`src/hdl/q15_atan2_hundredth_degree_defines.svh`:
```
// assertion macros for the q15 atan2 block
// used by the controller and datapath files; needs clk_i and rst_ni in scope
`ifndef Q15_ATAN2_HUNDREDTH_DEGREE_DEFINES_SVH
`define Q15_ATAN2_HUNDREDTH_DEGREE_DEFINES_SVH

// same-cycle implication, checked out of reset
`define QA_ASSERT_NOW(lbl, ante, cons, msg) \
  lbl: assert property (@(posedge clk_i) disable iff (!rst_ni) (ante) |-> (cons)) \
    else $error(msg);

// next-cycle implication, checked out of reset
`define QA_ASSERT_NEXT(lbl, ante, cons, msg) \
  lbl: assert property (@(posedge clk_i) disable iff (!rst_ni) (ante) |=> (cons)) \
    else $error(msg);

`endif

```
`src/hdl/qatan_pkg.sv`:
```
// shared types and constants for the q15 atan2 block
// no dependencies
`default_nettype none

package qatan_pkg;

  // polynomial coefficients, q15 ratio to hundredths of a degree
  localparam logic signed [15:0] K1 = 16'sd5701;
  localparam logic signed [15:0] K2 = -16'sd1645;
  localparam logic signed [15:0] K3 = 16'sd446;

  localparam logic [13:0]        DEG90    = 14'd9000;
  localparam logic signed [15:0] DEG180   = 16'sd18000;
  localparam logic signed [15:0] IN_MIN   = -16'sd32768;
  localparam logic signed [15:0] IN_FLOOR = -16'sd32767;

  // first bit tried by the ratio search (step of 16384)
  localparam logic [3:0] BIT_FIRST = 4'd14;

  // polynomial sequence on the shared multiplier
  typedef enum logic [2:0] {
    OP_SQ   = 3'd0,
    OP_CUBE = 3'd1,
    OP_LIN  = 3'd2,
    OP_K2   = 3'd3,
    OP_QUAD = 3'd4,
    OP_K3   = 3'd5
  } poly_op_e;

  // controller to datapath commands
  typedef struct packed {
    logic       load;
    logic       norm;
    logic       search;
    logic [3:0] bit_idx;
    logic       poly;
    poly_op_e   op;
    logic       finish;
  } cmd_t;

endpackage

`default_nettype wire

```
`src/hdl/qatan_ctrl.sv`:
```
// sequencer for the q15 atan2 block: load, normalize, search, polynomial, finish
// depends on qatan_pkg and the assertion macro header
`default_nettype none
`include "q15_atan2_hundredth_degree_defines.svh"

module qatan_ctrl (
  input  logic             clk_i,
  input  logic             rst_ni,
  input  logic             start,
  output logic             busy,
  output qatan_pkg::cmd_t  cmd_o
);
  import qatan_pkg::*;

  typedef enum logic [4:0] {
    ST_IDLE   = 5'b00001,
    ST_NORM   = 5'b00010,
    ST_SEARCH = 5'b00100,
    ST_POLY   = 5'b01000,
    ST_FIN    = 5'b10000
  } state_e;

  state_e     state_q, state_d;
  logic [3:0] bit_q, bit_d;
  logic [2:0] op_q, op_d;

  // next state and counters
  always_comb begin
    state_d = state_q;
    bit_d   = bit_q;
    op_d    = op_q;
    case (state_q)
      ST_IDLE: begin
        if (start) begin
          state_d = ST_NORM;
        end
      end
      ST_NORM: begin
        state_d = ST_SEARCH;
        bit_d   = BIT_FIRST;
      end
      ST_SEARCH: begin
        if (bit_q == 4'd0) begin
          state_d = ST_POLY;
          op_d    = 3'(OP_SQ);
        end else begin
          bit_d = bit_q - 4'd1;
        end
      end
      ST_POLY: begin
        if (op_q == 3'(OP_K3)) begin
          state_d = ST_FIN;
        end else begin
          op_d = op_q + 3'd1;
        end
      end
      ST_FIN: begin
        state_d = ST_IDLE;
      end
      default: begin
        state_d = ST_IDLE;
      end
    endcase
  end

  always_ff @(posedge clk_i or negedge rst_ni) begin
    if (!rst_ni) begin
      state_q <= ST_IDLE;
      bit_q   <= 4'd0;
      op_q    <= 3'd0;
    end else begin
      state_q <= state_d;
      bit_q   <= bit_d;
      op_q    <= op_d;
    end
  end

  // command decode
  assign busy           = (state_q != ST_IDLE);
  assign cmd_o.load     = (state_q == ST_IDLE) && start;
  assign cmd_o.norm     = (state_q == ST_NORM);
  assign cmd_o.search   = (state_q == ST_SEARCH);
  assign cmd_o.bit_idx  = bit_q;
  assign cmd_o.poly     = (state_q == ST_POLY);
  assign cmd_o.op       = poly_op_e'(op_q);
  assign cmd_o.finish   = (state_q == ST_FIN);

  // checks
  `QA_ASSERT_NEXT(a_accept_norm, start && !busy, state_q == ST_NORM,
                  "accepted request did not start")
  `QA_ASSERT_NEXT(a_search_exit, state_q == ST_SEARCH && bit_q == 4'd0,
                  state_q == ST_POLY && op_q == 3'(OP_SQ),
                  "search did not hand over to polynomial")
  `QA_ASSERT_NOW(a_search_bits, state_q == ST_SEARCH, bit_q <= BIT_FIRST,
                 "search bit out of range")

endmodule

`default_nettype wire

```
`src/hdl/qatan_dp.sv`:
```
// datapath for the q15 atan2 block: quadrant fold, ratio search, polynomial, unfold
// depends on qatan_pkg and the assertion macro header
`default_nettype none
`include "q15_atan2_hundredth_degree_defines.svh"

module qatan_dp (
  input  logic                clk_i,
  input  logic                rst_ni,
  input  qatan_pkg::cmd_t     cmd_i,
  input  logic signed [15:0]  y_value_i,
  input  logic signed [15:0]  x_value_i,
  output logic signed [15:0]  angle_centideg_o,
  output logic                result_valid_o
);
  import qatan_pkg::*;

  typedef enum logic [1:0] {
    QD_1 = 2'd0,
    QD_2 = 2'd1,
    QD_3 = 2'd2,
    QD_4 = 2'd3
  } quad_e;

  // position of the top set bit, as a left shift that brings it to bit 14
  function automatic logic [3:0] lead_zeros(input logic [14:0] v);
    logic [3:0] n;
    n = 4'd0;
    for (int i = 0; i < 15; i++) begin
      if (v[i]) n = 4'(14 - i);
    end
    return n;
  endfunction

  quad_e              quad_q;
  logic               mirror_q, zx_q, zy_q;
  logic [14:0]        num_q, den_q, r_q;
  logic [19:0]        sq_q;
  logic [29:0]        term_q;
  logic signed [31:0] acc_q;
  logic signed [15:0] angle_q;
  logic               valid_q;

  // input fold: clip the most negative code, take magnitudes, pick quadrant
  logic signed [15:0] sx, sy, nx, ny;
  logic [14:0]        ax, ay;
  quad_e              quad_d;
  always_comb begin
    sx = (x_value_i == IN_MIN) ? IN_FLOOR : x_value_i;
    sy = (y_value_i == IN_MIN) ? IN_FLOOR : y_value_i;
    nx = -sx;
    ny = -sy;
    ax = sx[15] ? nx[14:0] : sx[14:0];
    ay = sy[15] ? ny[14:0] : sy[14:0];
    if (!sx[15] && !sy[15]) begin
      quad_d = QD_1;
    end else if ((sx[15] || sx == 16'sd0) && !sy[15]) begin
      quad_d = QD_2;
    end else if (sx[15] || sx == 16'sd0) begin
      quad_d = QD_3;
    end else begin
      quad_d = QD_4;
    end
  end

  // normalization of the ratio operands
  logic [3:0] lz;
  assign lz = lead_zeros(den_q);

  // shared multiplier
  logic [14:0]        trial;
  logic [9:0]         r5;
  logic [19:0]        mul_a;
  logic signed [15:0] mul_b;
  logic signed [36:0] prod;
  logic               take_bit;

  assign trial = r_q | (15'd1 << cmd_i.bit_idx);
  assign r5    = r_q[14:5];

  always_comb begin
    mul_a = 20'd0;
    mul_b = 16'sd0;
    if (cmd_i.search) begin
      mul_a = {5'd0, trial};
      mul_b = {1'b0, den_q};
    end else begin
      case (cmd_i.op)
        OP_SQ: begin
          mul_a = {10'd0, r5};
          mul_b = {6'd0, r5};
        end
        OP_CUBE: begin
          mul_a = sq_q;
          mul_b = {6'd0, r5};
        end
        OP_LIN: begin
          mul_a = {5'd0, r_q};
          mul_b = K1;
        end
        OP_K2: begin
          mul_a = {5'd0, term_q[29:15]};
          mul_b = K2;
        end
        OP_QUAD: begin
          mul_a = sq_q;
          mul_b = {6'd0, term_q[29:20]};
        end
        OP_K3: begin
          mul_a = {5'd0, term_q[29:15]};
          mul_b = K3;
        end
        default: begin
          mul_a = 20'd0;
          mul_b = 16'sd0;
        end
      endcase
    end
  end

  assign prod     = $signed({17'd0, mul_a}) * mul_b;
  assign take_bit = (prod[29:15] <= num_q);

  // result unfold: floor shift, mirror, clamp, special cases, quadrant
  logic signed [16:0] ang;
  logic signed [17:0] ang_m;
  logic [13:0]        first_ang;
  logic signed [15:0] a16, res;
  always_comb begin
    ang   = acc_q[31:15];
    ang_m = mirror_q ? (18'sd9000 - {ang[16], ang}) : {ang[16], ang};
    if (ang_m < 18'sd0) begin
      first_ang = 14'd0;
    end else if (ang_m > 18'sd9000) begin
      first_ang = DEG90;
    end else begin
      first_ang = ang_m[13:0];
    end
    if (zx_q) begin
      first_ang = zy_q ? 14'd0 : DEG90;
    end
    a16 = {2'b00, first_ang};
    case (quad_q)
      QD_1:    res = a16;
      QD_2:    res = DEG180 - a16;
      QD_3:    res = a16 - DEG180;
      QD_4:    res = -a16;
      default: res = a16;
    endcase
  end

  // payload registers
  always_ff @(posedge clk_i) begin
    if (cmd_i.load) begin
      quad_q   <= quad_d;
      mirror_q <= (ay > ax);
      zx_q     <= (ax == 15'd0);
      zy_q     <= (ay == 15'd0);
      num_q    <= (ay <= ax) ? ay : ax;
      den_q    <= (ay <= ax) ? ax : ay;
    end
    if (cmd_i.norm) begin
      num_q <= num_q << lz;
      den_q <= den_q << lz;
      r_q   <= 15'd0;
    end
    if (cmd_i.search && take_bit) begin
      r_q <= trial;
    end
    if (cmd_i.poly) begin
      case (cmd_i.op)
        OP_SQ:   sq_q   <= prod[19:0];
        OP_CUBE: term_q <= prod[29:0];
        OP_LIN:  acc_q  <= prod[31:0];
        OP_K2:   acc_q  <= acc_q + prod[31:0];
        OP_QUAD: term_q <= prod[29:0];
        OP_K3:   acc_q  <= acc_q + prod[31:0];
        default: acc_q  <= acc_q;
      endcase
    end
    if (cmd_i.finish) begin
      angle_q <= res;
    end
  end

  // result strobe
  always_ff @(posedge clk_i or negedge rst_ni) begin
    if (!rst_ni) begin
      valid_q <= 1'b0;
    end else begin
      valid_q <= cmd_i.finish;
    end
  end

  assign angle_centideg_o = angle_q;
  assign result_valid_o   = valid_q;

  // checks
  `QA_ASSERT_NEXT(a_finish_strobe, cmd_i.finish, result_valid_o,
                  "finish without result strobe")
  `QA_ASSERT_NEXT(a_strobe_single, result_valid_o, !result_valid_o,
                  "result strobe longer than one cycle")
  `QA_ASSERT_NOW(a_angle_range, result_valid_o,
                 angle_centideg_o >= -DEG180 && angle_centideg_o <= DEG180,
                 "angle out of range")

endmodule

`default_nettype wire

```
`src/hdl/q15_atan2_hundredth_degree.sv`:
```
// the result strobe and the angle register are both loaded as the finish state ends, so the
//   angle is valid while the strobe is high
// a new request is accepted only in idle, once the last one is through: load, normalize,
//   15 search steps, 6 polynomial steps and finish, all on one shared 20x16 multiplier
// the result strobe lasts one cycle and cannot be held off by the receiver
// asynchronous active-low reset returns the sequencer to idle with no strobe pending
`default_nettype none

module q15_atan2_hundredth_degree (
  input  logic               clk_i,
  input  logic               rst_ni,
  input  logic               start,
  output logic               busy,
  input  logic signed [15:0] y_value_i,
  input  logic signed [15:0] x_value_i,
  output logic signed [15:0] angle_centideg_o,
  output logic               result_valid_o
);
  import qatan_pkg::*;

  cmd_t cmd;

  // sequencer
  qatan_ctrl u_ctrl (
    .clk_i  (clk_i),
    .rst_ni (rst_ni),
    .start  (start),
    .busy   (busy),
    .cmd_o  (cmd)
  );

  // arithmetic
  qatan_dp u_dp (
    .clk_i            (clk_i),
    .rst_ni           (rst_ni),
    .cmd_i            (cmd),
    .y_value_i        (y_value_i),
    .x_value_i        (x_value_i),
    .angle_centideg_o (angle_centideg_o),
    .result_valid_o   (result_valid_o)
  );

endmodule

`default_nettype wire

```
`config.mk`:
```
export PLATFORM = sky130hd
export DESIGN_NAME = q15_atan2_hundredth_degree
export DESIGN_NICKNAME = d
export VERILOG_FILES = /design/src/hdl/qatan_pkg.sv /design/src/hdl/qatan_ctrl.sv /design/src/hdl/qatan_dp.sv /design/src/hdl/q15_atan2_hundredth_degree.sv
export VERILOG_INCLUDE_DIRS = /design/src /design/src/hdl
export SDC_FILE = /design/constraint.sdc
export NUM_CORES = 1
export LEC_CHECK = 0
export BUFFER_PORTS_ARGS = -buffer_cell sky130_fd_sc_hd__buf_2
export CORE_ASPECT_RATIO = 0.6
export CORE_MARGIN = 1
export CORE_UTILIZATION = 45
export CTS_CLUSTER_DIAMETER = 60
export DETAILED_ROUTE_END_ITERATION = 12
export PLACE_DENSITY_LB_ADDON = 0.25
export SLEW_MARGIN = 40
export SYNTH_ARGS = -nofsm -noshare
export SYNTH_HDL_FRONTEND = slang
export SYNTH_SLANG_ARGS = --single-unit
```
`constraint.sdc`:
```
create_clock -name clk_i -period 14.62 [get_ports clk_i]
set_clock_uncertainty 0.15 [all_clocks]
set_input_delay 2.924 -clock clk_i [delete_from_list [all_inputs] [get_ports clk_i]]
set_output_delay 2.924 -clock clk_i [all_outputs]
set_load 0.05 [all_outputs]
```
==> out/qor.txt <==
Status - complete, no violations
Synthesized area per cell - 8.51 sq um
Fin nets - 3103
Max cap viols - 0
Die H - 175 microns
GP Congestion - 1.03
Post-Synth Adder-Cell Area - 32.2%
CP Launch Type - register
Bufs on Longest Clock Path - 2
Predominant post-synthesis flop cell - edfxtp_1
Met2 Resource Use GR - 38.6%
Post-CTS Setup Bufs - 0
Most used routing layer - met1
FP Rows - 62
Drt wl/cell - 23.9 microns
Largest family of logic cells by synthesized area - adder cells
Max-slew violations - 0
Io pins - 53
CP max stage cell - dfrtp_1
Post-synthesis mux area share - 2.77%
Critical Path Sink Type - register
Sequential element share of the synthesized area - 19.3%
Commonest non-fill, non-tap cell in the layout - inv_1
Crit path from - u_ctrl.op_q[2]$_DFFE_PN0P_
Setup WS post-layout - 3080 ps
Post-CTS sizing - 0
Buffers on Ports - 52
GRT Util Overall - 31.3%
Post-DP HPWL - 64800 microns
CP endpoint - u_dp.acc_q[31]$_DFFE_PP_
F_max - 86.6 MHz
Layout cell share with drive strength beyond 1 - 7.62%
Post-route antenna net violation count - 0
CTS HTree Levels - 4
Worst-Skew Late Latency - 460 ps
Setup-failing EPs final - 0
Worst EP arrival - 11580 ps
Period minus WS final - 11540 ps
Required @ worst endpoint - 14660 ps
CP Max Fanout - 17
Number of library cell types mapped by synthesis - 89
Most frequent cells in the layout - inv_1, nand2_1, nor2_1
Worst-Margin Slew - 1000 ps
Place WS - 3240 ps
RSZ-0062 raised after global routing - no
Post-synth EDFFs - 133
Complex-gate fraction of the synthesized area - 16.1%
Min-Delay Path Class - register to register
WL final - 78700 microns
Worst reg-to-reg path cell count - 41
Met1 usage - 49.2%
R2R Path Start - u_ctrl.op_q[2]$_DFFE_PN0P_
WHS - 452 ps
Total negative setup slack - 0 ps
Drt via density - 6.06
Filler cell count - 4653
FF/Latch Area - 0.00432 sq mm
Yosys reg bits - 146
Global-route wire length before repair - 119000 microns
Vias in the first global route - 19400
Reg clk slew, reported paths - 80 ps
Clk sinks - 146
Hold Fails Final Rpt - 0
Kind of critical path - register to register
Most used cell, CP - inv_1
Die width - 290 microns
Hold-fix buffers, CTS - 0
Initial DRC count - 3040
Period utilization - 79.0%
First-pass detailed-route iteration total - 7
RR Endpoint - u_dp.acc_q[31]$_DFFE_PP_
Net Count, Synth - 3099
GR Util met3 - 13.9%
YS warnings - 0
DR vias - 20000
CP peak stage delay - 710 ps
Final core occ - 50.0%
CTS buffer count - 17
Asr flop ratio synth - 8.90%
Post-Synth Simple-Gate Area - 17.1%
GRT Residual Overflow - 0
Synthesis-to-layout area growth - 8.10%
Largest net degree at the start of global routing - 49
R2R Setup Slk - 3080 ps
Multi-input gate area - 0.0164 sq mm
Antenna violations before repair - 2
Post-Syn Instances - 2635
Initial Utilization - 46.3%
Core Region - 0.0485 sq mm
# DRC - 0
Rel. slew slack - 33.0%
Post-synthesis xor/xnor area fraction - 4.25%
Die area - 0.0508 sq mm
CTS tree - built
Root Buffer Master - clkbuf_16
Post-Syn Area - 0.0224 sq mm
[through the flow]
stage	cells	area, sq um
after floorplan	2635	22400
after global placement	3251	23400
after detailed placement	3258	23600
after CTS	3290	24200
after global routing	3292	24200
final	3295	24300
[worst min-delay path by stage]
stage | from | end | depth (start not counted)
floorplan | u_ctrl.bit_q[0]$_DFFE_PN0P_ | u_ctrl.bit_q[0]$_DFFE_PN0P_ | 1
global placement | u_ctrl.op_q[0]$_DFFE_PN0P_ | u_ctrl.op_q[0]$_DFFE_PN0P_ | 1
detailed placement | u_ctrl.bit_q[0]$_DFFE_PN0P_ | u_ctrl.bit_q[0]$_DFFE_PN0P_ | 1
CTS | u_ctrl.bit_q[0]$_DFFE_PN0P_ | u_ctrl.bit_q[0]$_DFFE_PN0P_ | 1
global route | u_ctrl.state_q[0]$_DFFE_PN1P_ | u_ctrl.state_q[1]$_DFFE_PN0P_ | 2
finish | u_ctrl.bit_q[0]$_DFFE_PN0P_ | u_ctrl.bit_q[0]$_DFFE_PN0P_ | 1
[cell usage after synthesis (11+ instances only)]
cell type	number	area share (%)
nor2_1	292	4.9
nand3_1	39	0.87
nand2_1	295	4.9
xnor2_1	71	2.8
mux2i_1	53	2.4
or3_1	18	0.50
a21o_1	41	1.4
xor2_1	38	1.5
and3_1	17	0.47
o21ai_0	113	2.5
o22ai_1	24	0.67
nor4_1	17	0.47
buf_1	11	0.18
o31ai_1	15	0.50
o211ai_1	16	0.54
and2_1	13	0.36
edfxtp_1	133	18
dfrtp_1	12	1.3
a211oi_1	13	0.43
a222oi_1	16	0.71
a21oi_1	144	3.2
a31oi_1	23	0.64
o21a_1	27	0.90
nor2b_1	22	0.61
nand2b_1	43	1.2
fa_1	247	22
clkbuf_1	90	1.5
ha_1	182	10
o21bai_1	12	0.40
inv_1	377	6.3
nand4_1	18	0.50
nor3_1	35	0.78
[final cells by class]
| type | instances | share of cell area [%] |
|---|---|---|
| clock inverters | 15 | 0.753 |
| clock buffers | 17 | 1.75 |
| diodes | 3 | 0.0310 |
| repair buffers | 97 | 2.70 |
| well taps | 640 | 3.30 |
| flip-flops and latches | 146 | 17.8 |
| multi-input cells | 1999 | 67.8 |
| inverters | 378 | 5.85 |
[kinds of logic after synthesis]
family,Yosys count
simple gates,850
compound gates,550
buf+inv,490
fa+ha+maj,429
flops,146
xor+xnor,109
mux,61
[critical path, delay by kind of cell (launching register included)]
family	cells	cell delay, ps
xor+xnor	3	400
simple gates	4	1070
compound gates	15	4110
mux	1	260
fa+ha+maj	9	3520
buf+inv	9	1040
flops	1	710
[flip-flops by register name (all words and copies together) (netlist names)]
name                   count
u_dp.mirror_q              1
u_dp.acc_q                32
u_dp.r_q                  15
u_dp.result_valid_o        1
u_dp.den_q                15
u_dp.zy_q                  1
u_ctrl.bit_q               4
u_dp.zx_q                  1
u_dp.angle_centideg_o     16
u_dp.quad_q                2
u_dp.num_q                15
u_ctrl.op_q                3
u_ctrl.state_q             5
u_dp.sq_q                 20
u_dp.term_q               15
[metal layers]
layer,wire length (microns),vias to the layer above
met3,12100,93
met5,0,-
met2,28400,1122
li1,-,8926
met4,1080,0
met1,37100,9834
Power is left out: the tool's default activity adds up to more than one toggle a clock period on the data nets, which glitch-free logic cannot reach.
